**src/hw/rtl/sixrm_pkg.sv**
```systemverilog
// ============================================================================
// sixrm_pkg
// shared types and constants for the six register machine execute block
// ============================================================================
package sixrm_pkg;

    localparam int NUM_REGISTERS_DEF = 6;
    localparam int REG_W             = 64;
    localparam int OPND_W            = 32;
    localparam int DEST_W            = 3;
    localparam int PTR_REG_W         = 3;
    localparam int PROG_LEN_W        = 13;

    typedef enum logic [3:0] {
        OP_ADDR = 4'd0,
        OP_ADDI = 4'd1,
        OP_MULR = 4'd2,
        OP_MULI = 4'd3,
        OP_BANR = 4'd4,
        OP_BANI = 4'd5,
        OP_BORR = 4'd6,
        OP_BORI = 4'd7,
        OP_SETR = 4'd8,
        OP_SETI = 4'd9,
        OP_GTIR = 4'd10,
        OP_GTRI = 4'd11,
        OP_GTRR = 4'd12,
        OP_EQIR = 4'd13,
        OP_EQRI = 4'd14,
        OP_EQRR = 4'd15
    } t_opcode;

    typedef logic [REG_W-1:0] t_word;

endpackage

```
**src/hw/rtl/sixrm_alu.sv**
```systemverilog
// ============================================================================
// sixrm_alu
// single pass operation unit: add, and, or, set, signed compares, and the
// final sum, formed in the top and only selected here, of a registered multiply
// ============================================================================
module sixrm_alu (
    input  sixrm_pkg::t_opcode i_op,
    input  sixrm_pkg::t_word   i_va,
    input  sixrm_pkg::t_word   i_vb,
    input  sixrm_pkg::t_word   i_mul_prod,
    output sixrm_pkg::t_word   o_res
);
    import sixrm_pkg::*;

    logic gt_flag;
    logic eq_flag;

    assign gt_flag = $signed(i_va) > $signed(i_vb);
    assign eq_flag = (i_va == i_vb);

    always_comb begin
        case (i_op)
            OP_ADDR, OP_ADDI: o_res = i_va + i_vb;
            OP_MULR, OP_MULI: o_res = i_mul_prod;
            OP_BANR, OP_BANI: o_res = i_va & i_vb;
            OP_BORR, OP_BORI: o_res = i_va | i_vb;
            OP_SETR, OP_SETI: o_res = i_va;
            OP_GTIR, OP_GTRI, OP_GTRR: o_res = {{(REG_W-1){1'b0}}, gt_flag};
            OP_EQIR, OP_EQRI, OP_EQRR: o_res = {{(REG_W-1){1'b0}}, eq_flag};
            default: o_res = '0;
        endcase
    end

endmodule

```
**config.mk**
```make
export PLATFORM = sky130hd
export DESIGN_NAME = sixrm_alu
export DESIGN_NICKNAME = d
export VERILOG_FILES = /design/src/hw/rtl/sixrm_pkg.sv /design/src/hw/rtl/sixrm_alu.sv
export SDC_FILE = /design/constraint.sdc
export NUM_CORES = 1
export LEC_CHECK = 0
export BUFFER_PORTS_ARGS = -buffer_cell sky130_fd_sc_hd__clkbuf_2
export CORE_ASPECT_RATIO = 1.25
export CORE_UTILIZATION = 35
export DETAILED_ROUTE_END_ITERATION = 16
export GPL_ROUTABILITY_DRIVEN = 0
export MAX_ROUTING_LAYER = met4
export PLACE_DENSITY = 0.64
export SLEW_MARGIN = 20
export SYNTH_ARGS = -nofsm -noshare
export SYNTH_HDL_FRONTEND = slang
export SYNTH_SLANG_ARGS = --single-unit
```
**constraint.sdc**
```tcl
create_clock -name vclk -period 4.8
set_clock_uncertainty 0.1 [all_clocks]
set_input_delay 0.96 -clock vclk [all_inputs]
set_output_delay 0.96 -clock vclk [all_outputs]
set_load 0.01 [all_outputs]
```
==> results of run 1 <==
[metrics by stage]
stage / instance area (um2) / hold slack [ns] / setup slack (ns) / TNS, ns
after floorplan: 9270 / 1.95 / 0.345 / 0
after global placement: 11900 / 2.16 / -0.169 / -0.892
after detailed placement: 11900 / 2.16 / -0.190 / -1.09
after CTS: 12000 / 2.16 / -0.0359 / -0.0453
after global routing: 12300 / 2.18 / -0.132 / -0.970
final: 12300 / 2.16 / -0.0230 / -0.0230
[metal layers]
layer	routed length, um	GRT usage	up-vias
met5	0	-	-
met4	2130	0.139	0
met3	2360	0.0169	143
met2	19200	0.498	541
met1	15100	0.307	5457
li1	-	-	5711
[layout by cell type (no fill, tap or decap), types with 6 or more instances in the layout]
| cell type | n |
|---|---|
| sky130_fd_sc_hd__a211oi_1 | 15 |
| sky130_fd_sc_hd__a21o_1 | 24 |
| sky130_fd_sc_hd__a21oi_1 | 156 |
| sky130_fd_sc_hd__a21oi_2 | 9 |
| sky130_fd_sc_hd__a221oi_1 | 7 |
| sky130_fd_sc_hd__a22oi_1 | 52 |
| sky130_fd_sc_hd__a31oi_1 | 9 |
| sky130_fd_sc_hd__and3_1 | 10 |
| sky130_fd_sc_hd__buf_4 | 178 |
| sky130_fd_sc_hd__clkbuf_2 | 255 |
| sky130_fd_sc_hd__ha_1 | 168 |
| sky130_fd_sc_hd__ha_2 | 19 |
| sky130_fd_sc_hd__inv_1 | 171 |
| sky130_fd_sc_hd__mux2i_1 | 8 |
| sky130_fd_sc_hd__nand2_1 | 123 |
| sky130_fd_sc_hd__nand2b_1 | 15 |
| sky130_fd_sc_hd__nand3_1 | 15 |
| sky130_fd_sc_hd__nand4_1 | 24 |
| sky130_fd_sc_hd__nor2_1 | 116 |
| sky130_fd_sc_hd__nor2_2 | 6 |
| sky130_fd_sc_hd__nor2b_1 | 12 |
| sky130_fd_sc_hd__nor3_1 | 12 |
| sky130_fd_sc_hd__nor4_1 | 16 |
| sky130_fd_sc_hd__o211ai_1 | 10 |
| sky130_fd_sc_hd__o21a_1 | 6 |
| sky130_fd_sc_hd__o21ai_0 | 109 |
| sky130_fd_sc_hd__o21ai_1 | 13 |
| sky130_fd_sc_hd__o21bai_1 | 23 |
| sky130_fd_sc_hd__o221ai_1 | 12 |
| sky130_fd_sc_hd__o22ai_1 | 11 |
| sky130_fd_sc_hd__xnor2_1 | 23 |
| sky130_fd_sc_hd__xor2_1 | 33 |
[what timing repair did]
action / 4_1_cts / 5_1_grt
resized for setup: 11 / 80
setup endpoints to repair: 15 / 23
pin swaps: 6 / 22
setup buffers: 2 / 5
[cell type report]
class,instances,area [um2],share of cell area
antenna,1,2.50,0.000204
inverter,174,657,0.0535
multi-input combinational,1161,8470,0.690
tap,340,425,0.0346
timing repair buffer,441,2720,0.222
[cells by family after synthesis]
family / synth area share
AOI/OAI and AO/OA: 0.363
xor gates and xnor gates: 0.0529
adders and majority gates: 0.261
buffers and inverters: 0.122
muxes: 0.00864
and+or+nand+nor: 0.192
[tightest hold or removal path, stage by stage]
cell and delay, ns:
sky130_fd_sc_hd__clkbuf_2 0.08, sky130_fd_sc_hd__a222oi_1 0.05, sky130_fd_sc_hd__o21ai_1 0.07, sky130_fd_sc_hd__clkbuf_2 0.14
[power groups by stage]
stage	clock network [mW]	logic, mW	registers (mW)
4_1_cts	0	1.34	0
5_1_grt	0.0000000278	1.52	0
2_1_floorplan	0	0.774	0
3_3_place_gp	0	1.31	0
3_5_place_dp	0	1.32	0
6_report	0.0000000278	1.39	0
[worst max path at each step]
stage | to | slack, ns | cells after the start
5_1_grt | o_res[63] | -0.13 | 15
4_1_cts | o_res[61] | -0.04 | 15
3_3_place_gp | o_res[58] | -0.17 | 15
2_1_floorplan | o_res[58] | 0.34 | 12
6_report | o_res[63] | -0.02 | 14
3_5_place_dp | o_res[58] | -0.19 | 15
==> summary by stage, run 1 <==
Pwr
Of the total power, the share spent switching nets is 0.572. The power after layout is about 1.4 mW. The power per cell area is between 100 and 150 nW/um2. Of the total power, registers draw 0. The total leakage power is about 6.3 nW.

The total internal power is 597 uW. Summed over all nets, the switching power comes to between 700 and 800 uW. The maximum vdd drop is ~0.052 mV. Of the total power, combinational logic draws 1.000. Of the total power, the clock network draws 0.

Worst setup path
On the critical path the largest part of the delay comes from compound AO/OA/AOI/OAI gates. STA classifies the critical path startpoint as an input port. Walking the worst path, the cells encountered are clkbuf_2 > inv_1 > ha_2 > buf_4 > nand4_1 > or4_4 > a21oi_4 > o21ai_4 > a21oi_4 > buf_12 > a21oi_1 > xor2_1 > o221ai_1 > clkbuf_2. The slowest stage of the critical path belongs to the cell sky130_fd_sc_hd__or4_4. The critical path buffer and inverter count is 5.

The worst-path maximum fanout is 8. The highest cell delay on the worst timing path is roughly 0.6 ns. The data arrival time of the critical path is ~3.8 ns.

The required time at the endpoint of the critical path is ~3.7 ns. The kind of capture point of the worst setup path is an output port. In this run the worst setup path begins at i_vb[14]. The critical path is of the input port to output port type.

Synthesis
The area share of the largest cell type after synthesis is 0.259. The cell area after synthesis is a little over 9000 um2. After synthesis, the mean cell area works out to around 6.5 um2. The sequential share of the synthesized area is 0. Ranked by total cell area, the synthesized netlist is headed by sky130_fd_sc_hd__ha_1 (26%), sky130_fd_sc_hd__a21oi_1 (8.9%), sky130_fd_sc_hd__inv_1 (7.0%). The number of library cell types mapped by synthesis is 81. The most area-hungry cell type in the Yosys netlist is sky130_fd_sc_hd__ha_1.

Synthesis produced a netlist whose cell count is approximately 1.4k. The net count after synthesis is roughly 1.8k. Yosys printed 0 warnings. The most numerous cell in the Yosys netlist is sky130_fd_sc_hd__ha_1.

In the synthesized netlist, the cells that appear most often are sky130_fd_sc_hd__ha_1 (192), sky130_fd_sc_hd__inv_1 (174), sky130_fd_sc_hd__a21oi_1 (165).

Timing
The setup violation total in the final timing report is 1. The share of the cycle needed by the critical path after routing is 1.00. In this run the tightest slew margin relative to its limit is 0.415. For the pin with the worst max-slew slack, the measured transition is a little under 0.9 ns.

The minimum clock period after layout is just under 5 ns. The final hold violation count came to 0. Setup repair after global routing could not meet its margin everywhere. The fmax is about 210 MHz. The final max-slew violation count is 0.

After layout, the worst setup slack is -0.0230 ns.

Floorplanning
The chip width is approximately 150 um. The y dimension of the die is 184 um. The region available for standard cell placement spans roughly 26,000 um2. In this run the core area contains 66 standard-cell rows.

In this run the count of I/O pins placed on the die edge is between 200 and 300. The floorplan step defined a die boundary enclosing between 20,000 and 30,000 um2. The initial cell density of the core is 0.356.

Worst hold path
The origin of the worst min-delay path is i_mul_prod[61]. The end point of the worst hold path is o_res[61]. In this run the worst hold path is classified as input port to output port.

The number of stages on the worst hold path is 4.

Global route
For this run the aggregate overflow at the end of global routing stands at 0. The first global-routing pass estimated slightly below 60,000 um of wire. Entering global routing, the biggest net connects 76 pins. For this run, the total global-route usage over all layers was measured as 0.277. The number of global-route vias before repair is ~12k. The initial antenna violation count is 1.

Cells and area
The number of clock buffers in the layout is 0. The fill cell instance count of the final layout is 2,759. The sequential cell area is 0 um2.

Of the cells placed in the final design, the portion with a size suffix greater than 1 is 0.300. Compared with the post-synthesis result, the final layout area differs by 32.5%. In the finished design the tool counted flip-flops and latches totalling 0.

The number of nets in the layout is 2,167. Once layout is complete, the cells apart from fillers number 2,117. Once layout is complete, the utilization of the core stands at 0.472.

Detailed routing
In this run the remaining antenna-violating nets after routing total 0. After detailed routing, the average wire length per cell comes to 18.3 um. The DRC violation count after routing is 0. The count of TritonRoute iterations in the first routing pass is 5. The via count is around 12k.

The wire length reported by the detailed router is just under 40,000 um. The number of DRC markers after the initial detailed-route iteration is slightly below 1k. Dividing the detail-routed via count by the number of cells gives 5.60.

Status
The final reports fail on setup timing. The flow ran to the end, but the final reports show violations.

CTS
Hold repair after CTS inserted 0 buffers.

Place
The number of placed instances, taps included, is 2,109. The count of port buffers added during placement is 260. The sum of net half-perimeters after detailed placement is approximately 32,000 um.

Job
Across the run, the number of max-cap violations was 0.
Note: power is estimated with default switching activity, not from simulation.
==> inputs of run 2 (changes only) <==
--- a/config.mk
+++ b/config.mk
@@ -5,13 +5,14 @@
 export SDC_FILE = /design/constraint.sdc
 export NUM_CORES = 1
 export LEC_CHECK = 0
+export ABC_AREA = 1
 export BUFFER_PORTS_ARGS = -buffer_cell sky130_fd_sc_hd__clkbuf_2
 export CORE_ASPECT_RATIO = 1.25
-export CORE_UTILIZATION = 35
+export CORE_UTILIZATION = 51
 export DETAILED_ROUTE_END_ITERATION = 16
 export GPL_ROUTABILITY_DRIVEN = 0
 export MAX_ROUTING_LAYER = met4
-export PLACE_DENSITY = 0.64
+export PLACE_DENSITY = 0.88
 export SLEW_MARGIN = 20
 export SYNTH_ARGS = -nofsm -noshare
 export SYNTH_HDL_FRONTEND = slang
==> constraint.sdc (replaced) <==
create_clock -name vclk -period 4.4
set_clock_uncertainty 0.1 [all_clocks]
set_input_delay 0.88 -clock vclk [all_inputs]
set_output_delay 0.88 -clock vclk [all_outputs]
set_load 0.01 [all_outputs]
==> run 2 against run 1 <==
The run now ends clean. Hold slack worse by 0.18 ns. Wire length down 8.6%. Combinational power down 8%. Sequential share of layout area unchanged. Die area down 30%. Final area down 10%. Non-clock buffer count down 164. First-iteration DRC count up 63%. Worst setup slack better by 0.16 ns. Largest power group unchanged.
==> summary by stage, run 2 <==
Status
The flow ran to the end, and the final reports show no timing, DRC or antenna violations.

Cells and area
The library cells used most frequently in the layout, excluding fill and tap cells, are sky130_fd_sc_hd__nand2_1 (359), sky130_fd_sc_hd__inv_1 (323), sky130_fd_sc_hd__clkbuf_2 (260), sky130_fd_sc_hd__nor2_1 (201), sky130_fd_sc_hd__ha_1 (191). The final layout contains a sequential cell count of 0. The fraction of final layout cells with drive strength greater than 1 is 0.173.

The layout has 0 clock buffers. After the last flow step, the layout net total stands at between 2k and 2.5k. The commonest non-fill, non-tap cell in the layout is sky130_fd_sc_hd__nand2_1. The final antenna diode count is 0. The area growth from synthesis to layout is 17.4%.

Registers take 0 um2. The cell area after layout is about 11,000 um2.

CTS
Post-CTS repair changed the size of 0 cells. Once the clock tree was built, the setup fixing pass inserted 0 buffers. In this run, post-CTS hold repair placed 0 buffers.

Synthesis
The most area-hungry cell type in the Yosys netlist is sky130_fd_sc_hd__ha_1. The cell area after synthesis is approximately 9400 um2. The sequential share of the synthesized area is 0.

The cell count after synthesis came out at ~1.7k. The most numerous cell in the Yosys netlist is sky130_fd_sc_hd__nand2_1. Sorting the synthesized cells by how often they occur yields sky130_fd_sc_hd__nand2_1 (360), sky130_fd_sc_hd__inv_1 (323), sky130_fd_sc_hd__nor2_1 (201).

The number of nets in the synthesized netlist is roughly 2.1k. The area share of the largest cell type after synthesis is 0.255. Yosys attributes the largest share of cell area to sky130_fd_sc_hd__ha_1 (26%), sky130_fd_sc_hd__nand2_1 (14%), sky130_fd_sc_hd__inv_1 (13%).

The netlist uses 49 different library cells. The post-synthesis area per instance is between 5 and 6 um2. The count of yosys warnings during synthesis is 0.

Timing
In the post-route analysis, the smallest setup slack over all paths is 0.136 ns. Measured against its own limit, the worst slew margin works out to 0.577. The final hold violation count came to 0. Setup violations remaining at the end of the flow were counted as 0. The minimum clock period after layout is 4.26 ns.

Static timing analysis puts the maximum clock frequency at about 230 MHz. The transition time of the tightest slew-check pin is between 0.6 and 0.7 ns. Hold is met by 1.98 ns. The final max-slew violation count is 0. The share of the cycle needed by the critical path after routing is 0.969.

Detailed routing
Dividing the detail-routed wire length by the instance count gives between 15 and 20 um. In the routed design, unresolved DRC markers number 0. The via count is approximately 13k. The detailed router finished its first iteration with between 1.5k and 2k violations. The count of TritonRoute iterations in the first routing pass is 7.

In the routed layout, each cell is associated on average with a via count of between 5 and 6. The residual antenna-violating net count after detailed routing is 0. The wire length reported by the detailed router is 35,400 um.

Place
The placed standard-cell area is 11,000 um2. Port buffering added 260 buffers. The sum of net half-perimeters after detailed placement is roughly 30,000 um. Before CTS, the worst setup slack after placement is roughly 0.23 ns.

Floorplanning
The die area is 19,000 um2. The y dimension of the die is around 150 um. The initial utilization of the core area, before any placement, comes to 0.520. The number of core rows is 55. The placeable core region is 18,100 um2. The floorplan step set the die width to around 120 um. The count of boundary I/O pins is 260.

Global route
Entering global routing, the biggest net connects 65 pins. The global-route total usage across every layer is 0.372. The number of global-route vias before repair is roughly 12k. The global-route wire length before repair is between 50,000 and 60,000 um. Summed over all layers, the global routing overflow is 0. The initial antenna violation count is 0.

Worst setup path
The required time at the endpoint of the critical path is 3.42 ns. Of all nets on the critical path, the largest fanout is 6. The kind of capture point of the worst setup path is an output port. The signal on the critical path passes through clkbuf_2 > inv_1 > ha_1 > a21oi_1 > o21ai_0 > a21oi_1 > nor2_1 > nor2_1 > nand2_2 > nand2_2 > nand2_1 > nand2_1 > nand3_1 > nand2_1 > clkbuf_2.

The largest individual stage delay along the critical path comes from the cell sky130_fd_sc_hd__ha_1. In this design, the stage delay of the slowest critical-path cell is between 0.3 and 0.4 ns. STA classifies the critical path startpoint as an input port. The category of the most critical setup path is input port to output port. The data arrival time of the critical path is 3.28 ns. The cell seen most often among critical-path stages is sky130_fd_sc_hd__nand2_1.

Pwr
The power after layout is about 1.3 mW. The maximum vdd drop is ~0.057 mV. Power spread over the standard cell area amounts to approximately 120 nW/um2.

The analysis attributes to cell leakage a power of 6.19 nW.

Job
The max-cap violation count is 0.

Worst hold path
The worst hold path was traced through 4 stages. The worst min-delay path category is input port to output port.
-- run 2: metrics by stage --
step	util	std cells	setup TNS (ns)
global placement	0.610	2172	0
finish	0.611	2172	0
detailed placement	0.610	2172	0
floorplan	-	1699	0
CTS	0.610	2172	0
global route	0.611	2172	-0.0126
-- run 2: layout make-up --
| class | instances | area, um2 |
|---|---|---|
| fill | 1741 | 7050 |
| inverter | 332 | 1250 |
| multi-input combinational | 1335 | 8070 |
| tap | 228 | 285 |
| timing repair buffer | 277 | 1450 |
-- run 2: worst paths after layout --
kind | start | endpoint | slack (ns)
min | i_mul_prod[7] | o_res[7] | 1.98
max | i_va[16] | o_res[61] | 0.14
-- run 2: logic make-up (layout without fill, tap and decap cells) --
group                      Yosys count  in the layout  synth area share
xor gates and xnor gates            14             14            0.0130
AOI/OAI and AO/OA                  382            382             0.244
buffers and inverters              364            609             0.147
adders and majority gates          193            193             0.257
and+or+nand+nor                    746            746             0.339
-- run 2: metal layers --
layer,vias up,wire (um),part of all wire,global-route usage
met4,0,2770,0.078,0.256
met3,217,3590,0.10,0.0649
met5,-,0,0,-
met2,863,16200,0.46,0.615
li1,6056,-,-,-
met1,5630,12900,0.36,0.397
-- run 2: worst max-delay path: cells and delay by family --
kind | cells | cell delay [ns]
AO/OA/AOI/OAI | 3 | 0.78
adder cells (fa/ha/maj) | 1 | 0.37
buffers and inverters | 3 | 0.31
AND/OR/NAND/NOR | 8 | 0.95
-- run 2: report_power, final --
| group | internal [mW] | total, mW | switching, mW |
|---|---|---|---|
| combinational | 0.457 | 1.28 | 0.825 |
| sequential | 0 | 0 | 0 |
| clock | 0 | 0 | 0 |
